### src/rtl/lfc_pkg.sv
// ----------------------------------------------------------------------------
// lfc_pkg
// Shared types and constants for the LED frame crossfade block.
// ----------------------------------------------------------------------------
package lfc_pkg;

    localparam int IDX_W   = 5;
    localparam int CH_W    = 8;
    localparam int PIX_W   = 3 * CH_W;
    localparam int STEP_W  = 10;
    localparam int TDATA_W = 32;

    localparam int NUM_PIXELS_DEF = 32;

    localparam logic [STEP_W-1:0] FADE_RESET = 10'd20;

    // tuser codes on the slave side
    localparam logic REQ_START = 1'b0;
    localparam logic REQ_PIXEL = 1'b1;

    // register index of fade_steps
    localparam logic REG_FADE_STEPS = 1'b0;

    // one channel job for the shared multiply/divide unit
    typedef struct packed {
        logic [CH_W-1:0]   from_val;
        logic [CH_W-1:0]   to_val;
        logic [STEP_W-1:0] done_cnt;
        logic [STEP_W-1:0] total_cnt;
    } mix_req_t;

endpackage

### src/rtl/lfc_ram.sv
// ----------------------------------------------------------------------------
// lfc_ram
// Generic single-write, single-read RAM with registered read data.
// ----------------------------------------------------------------------------
module lfc_ram #(
    parameter int WIDTH = 24,
    parameter int DEPTH = 32,
    parameter int AW    = (DEPTH > 1) ? $clog2(DEPTH) : 1
) (
    input  logic             aclk,
    input  logic             we,
    input  logic [AW-1:0]    waddr,
    input  logic [WIDTH-1:0] wdata,
    input  logic [AW-1:0]    raddr,
    output logic [WIDTH-1:0] rdata
);

    logic [WIDTH-1:0] mem_reg [DEPTH];
    logic [WIDTH-1:0] rdata_reg;

    always_ff @(posedge aclk) begin
        if (we) begin
            mem_reg[waddr] <= wdata;
        end
        rdata_reg <= mem_reg[raddr];
    end

    assign rdata = rdata_reg;

endmodule

### src/rtl/lfc_mix.sv
// ----------------------------------------------------------------------------
// lfc_mix
// Shared channel mixer: from + trunc((to - from) * done / total), a
// multiply then eight restoring divide steps.
// ----------------------------------------------------------------------------
module lfc_mix
    import lfc_pkg::*;
(
    input  logic            aclk,
    input  logic            aresetn,
    input  logic            start,
    input  mix_req_t        req,
    output logic            ack,
    output logic [CH_W-1:0] result
);

    localparam int PROD_W = CH_W + STEP_W;

    typedef enum logic [1:0] {M_IDLE, M_MUL, M_DIV, M_FIN} mstate_t;

    mstate_t             state_reg;
    logic                neg_reg;
    logic [CH_W-1:0]     from_reg;
    logic [CH_W-1:0]     mag_reg;
    logic [STEP_W-1:0]   done_reg;
    logic [STEP_W-1:0]   total_reg;
    logic [PROD_W-1:0]   rem_reg;
    logic [PROD_W-1:0]   div_reg;
    logic [CH_W-1:0]     quo_reg;
    logic [2:0]          step_reg;
    logic                ack_reg;
    logic [CH_W-1:0]     result_reg;

    logic                ge;
    logic                to_below;

    assign ge       = (rem_reg >= div_reg);
    assign to_below = (req.to_val < req.from_val);

    always_ff @(posedge aclk) begin
        if (!aresetn) begin
            state_reg <= M_IDLE;
            ack_reg   <= 1'b0;
        end else begin
            ack_reg <= (state_reg == M_FIN);
            unique case (state_reg)
                M_IDLE: begin
                    if (start) begin
                        from_reg  <= req.from_val;
                        neg_reg   <= to_below;
                        mag_reg   <= to_below ? (req.from_val - req.to_val)
                                              : (req.to_val - req.from_val);
                        done_reg  <= req.done_cnt;
                        total_reg <= req.total_cnt;
                        state_reg <= M_MUL;
                    end
                end
                M_MUL: begin
                    rem_reg   <= {{STEP_W{1'b0}}, mag_reg} * {{CH_W{1'b0}}, done_reg};
                    // quotient fits in 8 bits since done < total
                    div_reg   <= {1'b0, total_reg, {(CH_W-1){1'b0}}};
                    quo_reg   <= '0;
                    step_reg  <= 3'd7;
                    state_reg <= M_DIV;
                end
                M_DIV: begin
                    if (ge) begin
                        rem_reg <= rem_reg - div_reg;
                    end
                    quo_reg  <= {quo_reg[CH_W-2:0], ge};
                    div_reg  <= div_reg >> 1;
                    step_reg <= step_reg - 3'd1;
                    if (step_reg == 3'd0) begin
                        state_reg <= M_FIN;
                    end
                end
                M_FIN: begin
                    result_reg <= neg_reg ? (from_reg - quo_reg) : (from_reg + quo_reg);
                    state_reg  <= M_IDLE;
                end
                default: state_reg <= M_IDLE;
            endcase
        end
    end

    assign ack    = ack_reg;
    assign result = result_reg;

endmodule

### src/rtl/led_frame_crossfade_top.sv
// ----------------------------------------------------------------------------
// led_frame_crossfade_top
// Crossfade of an RGB LED strip from a snapshot frame to live effect frames.
// ----------------------------------------------------------------------------
// One item at a time. A pixel outside a transition goes from its transfer
// to ST_OUT and from there into the result register; the block then goes
// back to idle for the next transfer. A blended pixel first reads its
// snapshot entry (ST_RD, ST_SNAP), then runs each channel through the single
// mixer unit that handles red, green and blue in turn (hand-over, the
// multiply, eight divide steps, the add-back and the acknowledge), then
// ST_OUT, and the block again goes back to idle. A start request snapshots
// the shown frame with a copy sweep through the frame RAM read port. The
// result register lets the next item be taken while a result waits on
// m_tready.
module led_frame_crossfade_top
    import lfc_pkg::*;
#(
    parameter int NUM_PIXELS = NUM_PIXELS_DEF
) (
    input  logic               aclk,
    input  logic               aresetn,
    // slave stream
    input  logic               s_tvalid,
    output logic               s_tready,
    input  logic [TDATA_W-1:0] s_tdata,   // pixel_index, red_in, green_in, blue_in
    input  logic               s_tuser,   // req_type
    input  logic               s_tlast,   // frame_end
    // master stream
    output logic               m_tvalid,
    input  logic               m_tready,
    output logic [TDATA_W-1:0] m_tdata,   // pixel_out_index, red_out, green_out, blue_out
    output logic               m_tuser,   // blending
    output logic               m_tlast,   // frame_last
    // register port
    input  logic               psel,
    input  logic               penable,
    input  logic               pwrite,
    input  logic [2:0]         paddr,
    input  logic [31:0]        pwdata,
    output logic [31:0]        prdata,
    output logic               pready
);

    localparam int AW = (NUM_PIXELS > 1) ? $clog2(NUM_PIXELS) : 1;
    localparam int CW = $clog2(NUM_PIXELS + 1);

    typedef enum logic [2:0] {
        ST_IDLE, ST_COPY, ST_RD, ST_SNAP, ST_MIX, ST_WAIT, ST_OUT
    } state_t;

    typedef enum logic [1:0] {CH_RED, CH_GREEN, CH_BLUE} chan_t;

    // registers
    logic [STEP_W-1:0]     fade_steps_reg;
    logic [STEP_W-1:0]     fade_total_reg;
    logic [STEP_W-1:0]     frames_left_reg;
    state_t                state_reg;
    logic [NUM_PIXELS-1:0] shown_valid_reg;
    logic [NUM_PIXELS-1:0] start_valid_reg;
    logic [CW-1:0]         copy_cnt_reg;
    logic                  cp_pend_reg;
    logic [AW-1:0]         cp_addr_reg;
    logic [IDX_W-1:0]      idx_reg;
    logic [AW-1:0]         addr_reg;
    logic                  inside_reg;
    logic [PIX_W-1:0]      pix_reg;
    logic [PIX_W-1:0]      snap_reg;
    logic [PIX_W-1:0]      res_reg;
    logic                  last_reg;
    logic                  blend_reg;
    chan_t                 ch_reg;
    logic                  m_tvalid_reg;
    logic [TDATA_W-1:0]    m_tdata_reg;
    logic                  m_tuser_reg;
    logic                  m_tlast_reg;

    // input decode
    logic                  in_fire;
    logic [IDX_W-1:0]      in_idx;
    logic [PIX_W-1:0]      in_rgb;
    logic [AW+IDX_W-1:0]   in_idx_ext;
    logic [AW-1:0]         in_addr;
    logic                  in_inside;
    logic                  fading;
    logic                  out_free;
    logic                  out_load;
    logic                  copy_more;

    // RAM and mixer hookup
    logic                  shown_we;
    logic [PIX_W-1:0]      shown_rdata;
    logic                  start_we;
    logic [PIX_W-1:0]      start_rdata;
    mix_req_t              mix_req;
    logic                  mix_start;
    logic                  mix_ack;
    logic [CH_W-1:0]       mix_result;
    logic [CH_W-1:0]       from_ch;
    logic [CH_W-1:0]       to_ch;
    logic                  cfg_wr;

    assign in_fire    = s_tvalid && s_tready;
    assign in_idx     = s_tdata[IDX_W-1:0];
    // stored packing: red high, blue low
    assign in_rgb     = {s_tdata[12:5], s_tdata[20:13], s_tdata[28:21]};
    assign in_idx_ext = {{AW{1'b0}}, in_idx};
    assign in_addr    = in_idx_ext[AW-1:0];
    assign in_inside  = ({{(32-IDX_W){1'b0}}, in_idx} < 32'(NUM_PIXELS));
    assign fading     = (frames_left_reg != '0) && (fade_total_reg != '0);
    assign out_free   = !m_tvalid_reg || m_tready;
    assign out_load   = (state_reg == ST_OUT) && out_free;
    assign copy_more  = (copy_cnt_reg < CW'(NUM_PIXELS));

    assign s_tready  = (state_reg == ST_IDLE);
    assign m_tvalid  = m_tvalid_reg;
    assign m_tdata   = m_tdata_reg;
    assign m_tuser   = m_tuser_reg;
    assign m_tlast   = m_tlast_reg;

    // register port
    assign pready = 1'b1;
    assign cfg_wr = psel && penable && pwrite && pready;
    assign prdata = (paddr[2] == REG_FADE_STEPS) ? {{(32-STEP_W){1'b0}}, fade_steps_reg}
                                                  : 32'd0;

    always_ff @(posedge aclk) begin
        if (!aresetn) begin
            fade_steps_reg <= FADE_RESET;
        end else if (cfg_wr && (paddr[2] == REG_FADE_STEPS)) begin
            fade_steps_reg <= pwdata[STEP_W-1:0];
        end
    end

    // channel select for the mixer
    always_comb begin
        case (ch_reg)
            CH_RED: begin
                from_ch = snap_reg[23:16];
                to_ch   = pix_reg[23:16];
            end
            CH_GREEN: begin
                from_ch = snap_reg[15:8];
                to_ch   = pix_reg[15:8];
            end
            default: begin
                from_ch = snap_reg[7:0];
                to_ch   = pix_reg[7:0];
            end
        endcase
    end

    assign mix_req.from_val  = from_ch;
    assign mix_req.to_val    = to_ch;
    assign mix_req.done_cnt  = fade_total_reg - frames_left_reg;
    assign mix_req.total_cnt = fade_total_reg;
    assign mix_start         = (state_reg == ST_MIX);

    assign shown_we = (state_reg == ST_OUT) && out_free && inside_reg;
    assign start_we = (state_reg == ST_COPY) && cp_pend_reg;

    lfc_ram #(
        .WIDTH (PIX_W),
        .DEPTH (NUM_PIXELS),
        .AW    (AW)
    ) u_shown_ram (
        .aclk  (aclk),
        .we    (shown_we),
        .waddr (addr_reg),
        .wdata (res_reg),
        .raddr (copy_cnt_reg[AW-1:0]),
        .rdata (shown_rdata)
    );

    lfc_ram #(
        .WIDTH (PIX_W),
        .DEPTH (NUM_PIXELS),
        .AW    (AW)
    ) u_start_ram (
        .aclk  (aclk),
        .we    (start_we),
        .waddr (cp_addr_reg),
        .wdata (shown_rdata),
        .raddr (addr_reg),
        .rdata (start_rdata)
    );

    lfc_mix u_mix (
        .aclk    (aclk),
        .aresetn (aresetn),
        .start   (mix_start),
        .req     (mix_req),
        .ack     (mix_ack),
        .result  (mix_result)
    );

    always_ff @(posedge aclk) begin
        if (!aresetn) begin
            state_reg       <= ST_IDLE;
            m_tvalid_reg    <= 1'b0;
            shown_valid_reg <= '0;
            start_valid_reg <= '0;
            frames_left_reg <= '0;
            fade_total_reg  <= FADE_RESET;
            cp_pend_reg     <= 1'b0;
        end else begin
            if (out_load) begin
                m_tvalid_reg <= 1'b1;
            end else if (m_tvalid_reg && m_tready) begin
                m_tvalid_reg <= 1'b0;
            end
            unique case (state_reg)
                ST_IDLE: begin
                    if (in_fire) begin
                        if (s_tuser == REQ_START) begin
                            fade_total_reg  <= fade_steps_reg;
                            frames_left_reg <= fade_steps_reg;
                            // never-written entries read as zero from the snapshot
                            start_valid_reg <= shown_valid_reg;
                            copy_cnt_reg    <= '0;
                            cp_pend_reg     <= 1'b0;
                            state_reg       <= ST_COPY;
                        end else begin
                            idx_reg    <= in_idx;
                            addr_reg   <= in_addr;
                            inside_reg <= in_inside;
                            pix_reg    <= in_rgb;
                            res_reg    <= in_rgb;
                            last_reg   <= s_tlast;
                            blend_reg  <= fading;
                            ch_reg     <= CH_RED;
                            state_reg  <= fading ? ST_RD : ST_OUT;
                        end
                    end
                end
                ST_COPY: begin
                    // read one entry a cycle, write it in the next
                    cp_addr_reg <= copy_cnt_reg[AW-1:0];
                    if (copy_more) begin
                        cp_pend_reg  <= 1'b1;
                        copy_cnt_reg <= copy_cnt_reg + CW'(1);
                    end else begin
                        cp_pend_reg <= 1'b0;
                        if (!cp_pend_reg) begin
                            state_reg <= ST_IDLE;
                        end
                    end
                end
                ST_RD: begin
                    state_reg <= ST_SNAP;
                end
                ST_SNAP: begin
                    snap_reg  <= (inside_reg && start_valid_reg[addr_reg]) ? start_rdata
                                                                           : '0;
                    state_reg <= ST_MIX;
                end
                ST_MIX: begin
                    state_reg <= ST_WAIT;
                end
                ST_WAIT: begin
                    if (mix_ack) begin
                        case (ch_reg)
                            CH_RED:   res_reg[23:16] <= mix_result;
                            CH_GREEN: res_reg[15:8]  <= mix_result;
                            default:  res_reg[7:0]   <= mix_result;
                        endcase
                        if (ch_reg == CH_BLUE) begin
                            state_reg <= ST_OUT;
                        end else begin
                            ch_reg    <= (ch_reg == CH_RED) ? CH_GREEN : CH_BLUE;
                            state_reg <= ST_MIX;
                        end
                    end
                end
                ST_OUT: begin
                    if (out_free) begin
                        m_tdata_reg  <= {3'b000, res_reg[7:0], res_reg[15:8],
                                         res_reg[23:16], idx_reg};
                        m_tuser_reg  <= blend_reg;
                        m_tlast_reg  <= last_reg;
                        if (inside_reg) begin
                            shown_valid_reg[addr_reg] <= 1'b1;
                        end
                        if (last_reg && (frames_left_reg != '0)) begin
                            frames_left_reg <= frames_left_reg - STEP_W'(1);
                        end
                        state_reg <= ST_IDLE;
                    end
                end
                default: state_reg <= ST_IDLE;
            endcase
        end
    end

endmodule
### config.mk
export PLATFORM = sky130hd
export DESIGN_NAME = led_frame_crossfade_top
export DESIGN_NICKNAME = d
export VERILOG_FILES = /design/src/rtl/lfc_pkg.sv /design/src/rtl/lfc_ram.sv /design/src/rtl/lfc_mix.sv /design/src/rtl/led_frame_crossfade_top.sv
export SDC_FILE = /design/constraint.sdc
export NUM_CORES = 2
export LEC_CHECK = 0
export BUFFER_PORTS_ARGS = -buffer_cell sky130_fd_sc_hd__clkbuf_2
export CAP_MARGIN = 20
export CORE_ASPECT_RATIO = 0.5
export CORE_MARGIN = 10
export CORE_UTILIZATION = 30
export CTS_CLUSTER_SIZE = 14
export DETAILED_ROUTE_END_ITERATION = 7
export PLACE_DENSITY = 0.54
export SYNTH_ARGS = -nofsm -noshare
export SYNTH_HDL_FRONTEND = slang
export SYNTH_SLANG_ARGS = --single-unit
### constraint.sdc
create_clock -name aclk -period 9.03 [get_ports aclk]
set_input_delay 1.806 -clock aclk [delete_from_list [all_inputs] [get_ports aclk]]
set_output_delay 1.806 -clock aclk [all_outputs]
set_load 0.005 [all_outputs]
Word level (Yosys, flattened, before mapping)
Memories as Yosys holds them, arrays and structs flattened. A register that Yosys moved wholly into a read port is not among the register bits. Cells that the tools add are included.

Register bits after elaboration: 317. Latch bits: 0. Bits in writable memories: 1536. Bits in read-only memories: 0. Bits of input ports: 76. Output and inout bits: 69. Word-level logic and storage cells: 182. Memories: 2.

Memory list: u_shown_ram.mem_reg (depth 32, bits a word 24, read ports 1, clocked after Yosys merged registers in 1, wr ports 1, RTL line lfc_ram.sv:18) `logic [WIDTH-1:0] mem_reg [DEPTH];`; u_start_ram.mem_reg (depth 32, bits a word 24, read ports 1, clocked after Yosys merged registers in 1, wr ports 1, RTL line lfc_ram.sv:18).

$add $sub $neg: 9. Multiply operators: 1. Div/mod/pow operators: 0. Order comparisons: 5. Eq/ne operators: 27. Shift operators: 0. Multiplexer cells: 58. Bitwise logic cells: 3. Reductions and logical operators: 43.

Operators by type and width (number): $mux 24 (3); $pmux 18 s2 (2); $mux 10 (5); $pmux 24 s2 (1); $pmux 8 s2 (3); $mux 8 (5); $or 32x32->32 (1); $reduce_and 6->1 (4); $sub 8x8->8 (3); $mux 3 (7); $pmux 3 s7 (1); $pmux 10 s2 (1); $reduce_bool 10->1 (2); $ge 18x18->1 (1); $mul 8x10->18 (1); $mux 18 (1); $mux 6 (3); $ne 2x2->1 const B (9); $sub 18x18->18 (1); $mux 2 (8); $reduce_and 3->1 (5); $reduce_and 5->1 (3); $ne 2x1->1 const B (7); $pmux 6 s2 (1); other kinds (31) (68).

Logic depth before layout (Yosys ltp)
Depth in word-level cells: 6. Mapped depth: 17. Depth with buffers taken out: 16.

Modules after synthesis
Synthesis repeated with hierarchy kept, for this count alone.

Cells, all modules: 5048. Area total of the unflattened synthesis: 78444.0 µm².

By module, submodules not included: lfc_ram (u_shown_ram) (times used 1, cells each 1711, area each 30483.0 µm², seq. area each 23542.6 µm²); lfc_ram (u_start_ram) (times used 1, cells each 1711, area each 30480.5 µm², seq. area each 23542.6 µm²); led_frame_crossfade_top (times used 1, cells each 892, area each 9625.5 µm², seq. area each 5675.4 µm²); lfc_mix (times used 1, cells each 734, area each 7855.0 µm², seq. area each 2792.7 µm²).

Worst setup path before layout
Ideal clock, no wire load.

Path type: input -> register. Start: input port aresetn. End: register snap_reg[0], enable pin. Library setup time: 0.435 ns. Arrival: 3.975 ns. Required time: 8.595 ns. Setup slack: 4.620 ns. Stages: 4. Path buffers: 2. Cells stage by stage: clkbuf_1 > clkbuf_1 > nand2_1 > nor3_1.

Cells in the longest elaborated chain, start to end: 1.

Ends and longest elaborated chain: start, declared (RTL line led_frame_crossfade_top.sv:21) `input logic aresetn,`; $reduce_and 2->1 (no line); end signal, assigned (RTL line led_frame_crossfade_top.sv:252) `snap_reg <= (inside_reg && start_valid_reg[addr_reg]) ? start_rdata`; end, declared (RTL line led_frame_crossfade_top.sv:67) `logic [PIX_W-1:0] snap_reg;`.

Every way passes these cells. A chain may end at the register's enable or synchronous reset.

Worst setup path in the final report
Start: register u_mix.mag_reg[2]. End: register u_mix.rem_reg[14], data pin.

Cells in the longest elaborated chain, start to end: 2.

Ends and longest elaborated chain: start, declared (RTL line lfc_mix.sv:24) `logic [CH_W-1:0] mag_reg;`; start signal, assigned (RTL line lfc_mix.sv:51) `mag_reg <= to_below ? (req.from_val - req.to_val)`; $mul 8x10->18 (RTL line lfc_mix.sv:59) `rem_reg <= {{STEP_W{1'b0}}, mag_reg} * {{CH_W{1'b0}}, done_reg};`; $pmux 18 s2 (RTL line lfc_mix.sv:46) `unique case (state_reg)`; end signal, assigned (RTL line lfc_mix.sv:59); end signal, assigned (RTL line lfc_mix.sv:68) `rem_reg <= rem_reg - div_reg;`; end, declared (RTL line lfc_mix.sv:27) `logic [PROD_W-1:0] rem_reg;`.

Every way passes these cells.

==> results.py <==
metrics = {
    "global_route": {
        "grt_pass1_wl_um": 284000,
        "grt-ovfl-total": 0,
        "grt_pass1_vias": 39561,
        "antenna_found_initial": 10,
        "grt_max_degree": 140,
        "track_usage_pct": 14.0,
        "grt_use_met1_pct": 19.7,
        "busiest_layer": "met2",
        "use_met2_pct": 22.4,
        "gr-usage-met3_pct": 2.66,
    },
    "clock_tree": {
        "clk_latency_ps": 820,
        "ctsHoldBuffers": 0,
        "cts_max_level": 4,
        "cts_root_buf": "clkbuf_16",
        "clock_path_buffers": 3,
        "cts.sinks": 1900,
        "ctsResizeCount": 0,
        "postCtsSetupBuffers": 0,
        "cts.clk_slew.worst_paths_ps": 70,
        "cts_tree": "done",
        "numCtsBuffers": 181,
    },
    "route": {
        "drtIter0Drc": 4241,
        "routedWlPerCell_um": 25.6,
        "drt-vias-per-instance": 5.00,
        "routed_wl_um": 199000,
        "drc": 0,
        "drtPass1Iterations": 5,
        "ant_nets": 0,
        "num_vias": 38721,
    },
    "critical_path": {
        "cpMostUsedCell": "fa_1",
        "criticalPathCategory": "flip-flop to flip-flop",
        "start_kind": "flip-flop",
        "r2r_cells": 14,
        "critPathMaxStageDelay_ps": 560,
        "end_kind": "flip-flop",
        "arrival_ps": 5780,
        "slowest_stage": "edfxtp_1",
        "crit_cells": 14,
        "cp_max_fo": 10,
        "path_cells": "and2_1 > fa_1 > fa_1 > fa_1 > inv_1 > fa_1 > inv_1 > ha_1 > and2_0 > o2111ai_1 > o21ai_0 > o41ai_1 > mux2_2 > nor3_1",
        "cp_top_family": "adder cells",
        "critPathBufInv": 2,
        "cp.required_ps": 9670,
    },
    "hold_path": {
        "hp-class": "flip-flop to flip-flop",
        "hold_path_depth": 0,
    },
    "floorplanning": {
        "fp.dieW_um": 732,
        "ios": 145,
        "std_cell_rows": 130,
        "die_h_um": 376,
        "start_util_pct": 30.2,
        "die_area_mm2": 0.275,
        "core_area_mm2": 0.252,
    },
    "synth": {
        "synth_edf_count": 1750,
        "synth_commonest_cells": "edfxtp_1, mux4_2, nand2_1",
        "synth-adder-area-share_pct": 2.97,
        "synthDistinctLibCells": 73,
        "synth-simple-area-share_pct": 4.41,
        "ys_seq_area_share_pct": 73.0,
        "netlist_area_mm2": 0.0761,
        "synth_most_common_cell": "edfxtp_1",
        "synth-main-ff-cell": "edfxtp_1",
        "synth_top_area_share_pct": 69.0,
        "muxShareOfSynthArea_pct": 13.9,
        "synth_top_family_by_area": "multiplexers",
        "synth_top_cell_by_area": "edfxtp_1",
        "ys_ff_latch": 1900,
        "syn_avg_cell_area_um2": 18.9,
        "synthArstFlopShare_pct": 0,
        "synth-xor-area-share_pct": 0.506,
        "ys_warn_count": 0,
        "synth_compound_area_share_pct": 3.23,
        "syn_inst": 4022,
        "synthTopCellsByArea": "edfxtp_1, mux4_2, dfxtp_1, ha_1, fa_1",
    },
    "power": {
        "p_leak_nw": 28.1,
        "power_density_mw_per_mm2": 237,
        "peakVddDrop_mv": 0.147,
    },
    "timing": {
        "setup-tns-final_ps": 0,
        "relSlewSlack_pct": 23.7,
        "max_freq_mhz": 195,
        "final-hold-violation-count": 0,
        "slew_violations": 0,
        "rsz0062_at_grt": "no",
        "tightest_slew_ps": 1140,
        "period_share_pct": 56.9,
        "skew_ps": 33.2,
        "layout_min_cycle_time_ps": 5140,
        "setup_viol": 0,
    },
    "run": {
        "maxCapViolCount": 0,
    },
    "place": {
        "io_buffer_count": 91,
        "place_inst": 7390,
        "hpwl_um": 110000,
        "routabilityCongestion": 0.816,
    },
    "cells_and_area": {
        "multiInputGateArea_mm2": 0.0197,
        "syn_to_final_growth_pct": 15.1,
        "nFillCells": 23438,
        "fin_cells": 7747,
        "seq_area_mm2": 0.0556,
        "nNetsFinal": 4448,
        "drive_above_1_share_pct": 23.7,
    },
    "status": {
        "status": "complete, no violations",
    },
}
[cells by family (layout without fill, tap and decap cells)]
group / after synthesis / after routing
AO/OA/AOI/OAI: 378 / 378
XOR/XNOR: 44 / 44
adder cells (fa/ha/maj): 149 / 149
buffers and inverters: 348 / 680
flip-flops: 1900 / 1900
multiplexers: 502 / 502
other: 2 / 29
AND/OR/NAND/NOR: 699 / 699
[where the power goes]
group	switching, mW	internal [mW]	total [mW]
sequential	0.339	10.1	10.4
clock	3.30	4.46	7.76
combinational	1.52	1.05	2.58
total	5.16	15.6	20.8
[layer usage]
| layer | routed length [µm] | vias up |
|---|---|---|
| met5 | 7 | - |
| met2 | 92900 | 1337 |
| met1 | 88100 | 20728 |
| li1 | - | 16378 |
| met4 | 4320 | 2 |
| met3 | 13300 | 276 |
[area by class of cell]
cell class                      instances  share of cell area [%]
Antenna cell                            3                 0.00857
Clock buffer                          250                    5.73
Clock inverter                         88                    1.14
Inverter                              139                   0.596
Multi-Input combinational cell       1798                    22.5
Sequential cell                      1900                    63.4
Tap cell                             3366                    4.81
Timing Repair Buffer                  203                    1.84
[through the flow]
step	utilization (%)	hold slack [ps]	worst slack [ps]	total power, mW	cell area, µm²
2_1_floorplan	-	400	4620	12.3	76200
3_3_place_gp	32.2	410	4020	13.1	81200
3_5_place_dp	32.2	410	3990	13.2	81200
4_1_cts	34.6	430	3940	20.9	87200
5_1_grt	34.8	434	3740	21.6	87600
6_report	34.8	432	3890	20.8	87600
[final timing paths]
check,start,to,slack [ps]
setup / recovery,u_mix.mag_reg[2],u_mix.rem_reg[14],3890
hold / removal,blend_reg,m_tuser,430
setup reg to reg,u_mix.mag_reg[2],u_mix.rem_reg[14],3890
hold reg to reg,blend_reg,m_tuser,430
[cell usage in the layout (no fill, tap or decap), types with 9 or more instances in the layout]
master,count
o21ai_1,10
bufinv_16,20
buf_12,9
nand2b_1,9
mux2i_1,25
a21o_1,11
o21ai_0,61
inv_1,137
clkinv_1,27
mux2_2,37
nor2b_1,27
dfxtp_1,150
nand4_1,34
clkbuf_2,94
o21a_1,28
xnor2_1,29
clkbuf_16,184
a21oi_1,103
clkinv_2,29
clkbuf_1,47
nand2_1,232
nor2_1,110
xor2_1,15
fa_1,53
nand3b_1,9
nand3_1,20
buf_4,92
edfxtp_1,1750
or3_1,13
mux4_2,440
a22oi_1,102
buf_16,10
and2_1,102
conb_1,26
nor3_1,27
ha_1,96
clkbuf_8,16
nor2_4,67
Note: power is estimated with default switching activity, not from simulation.
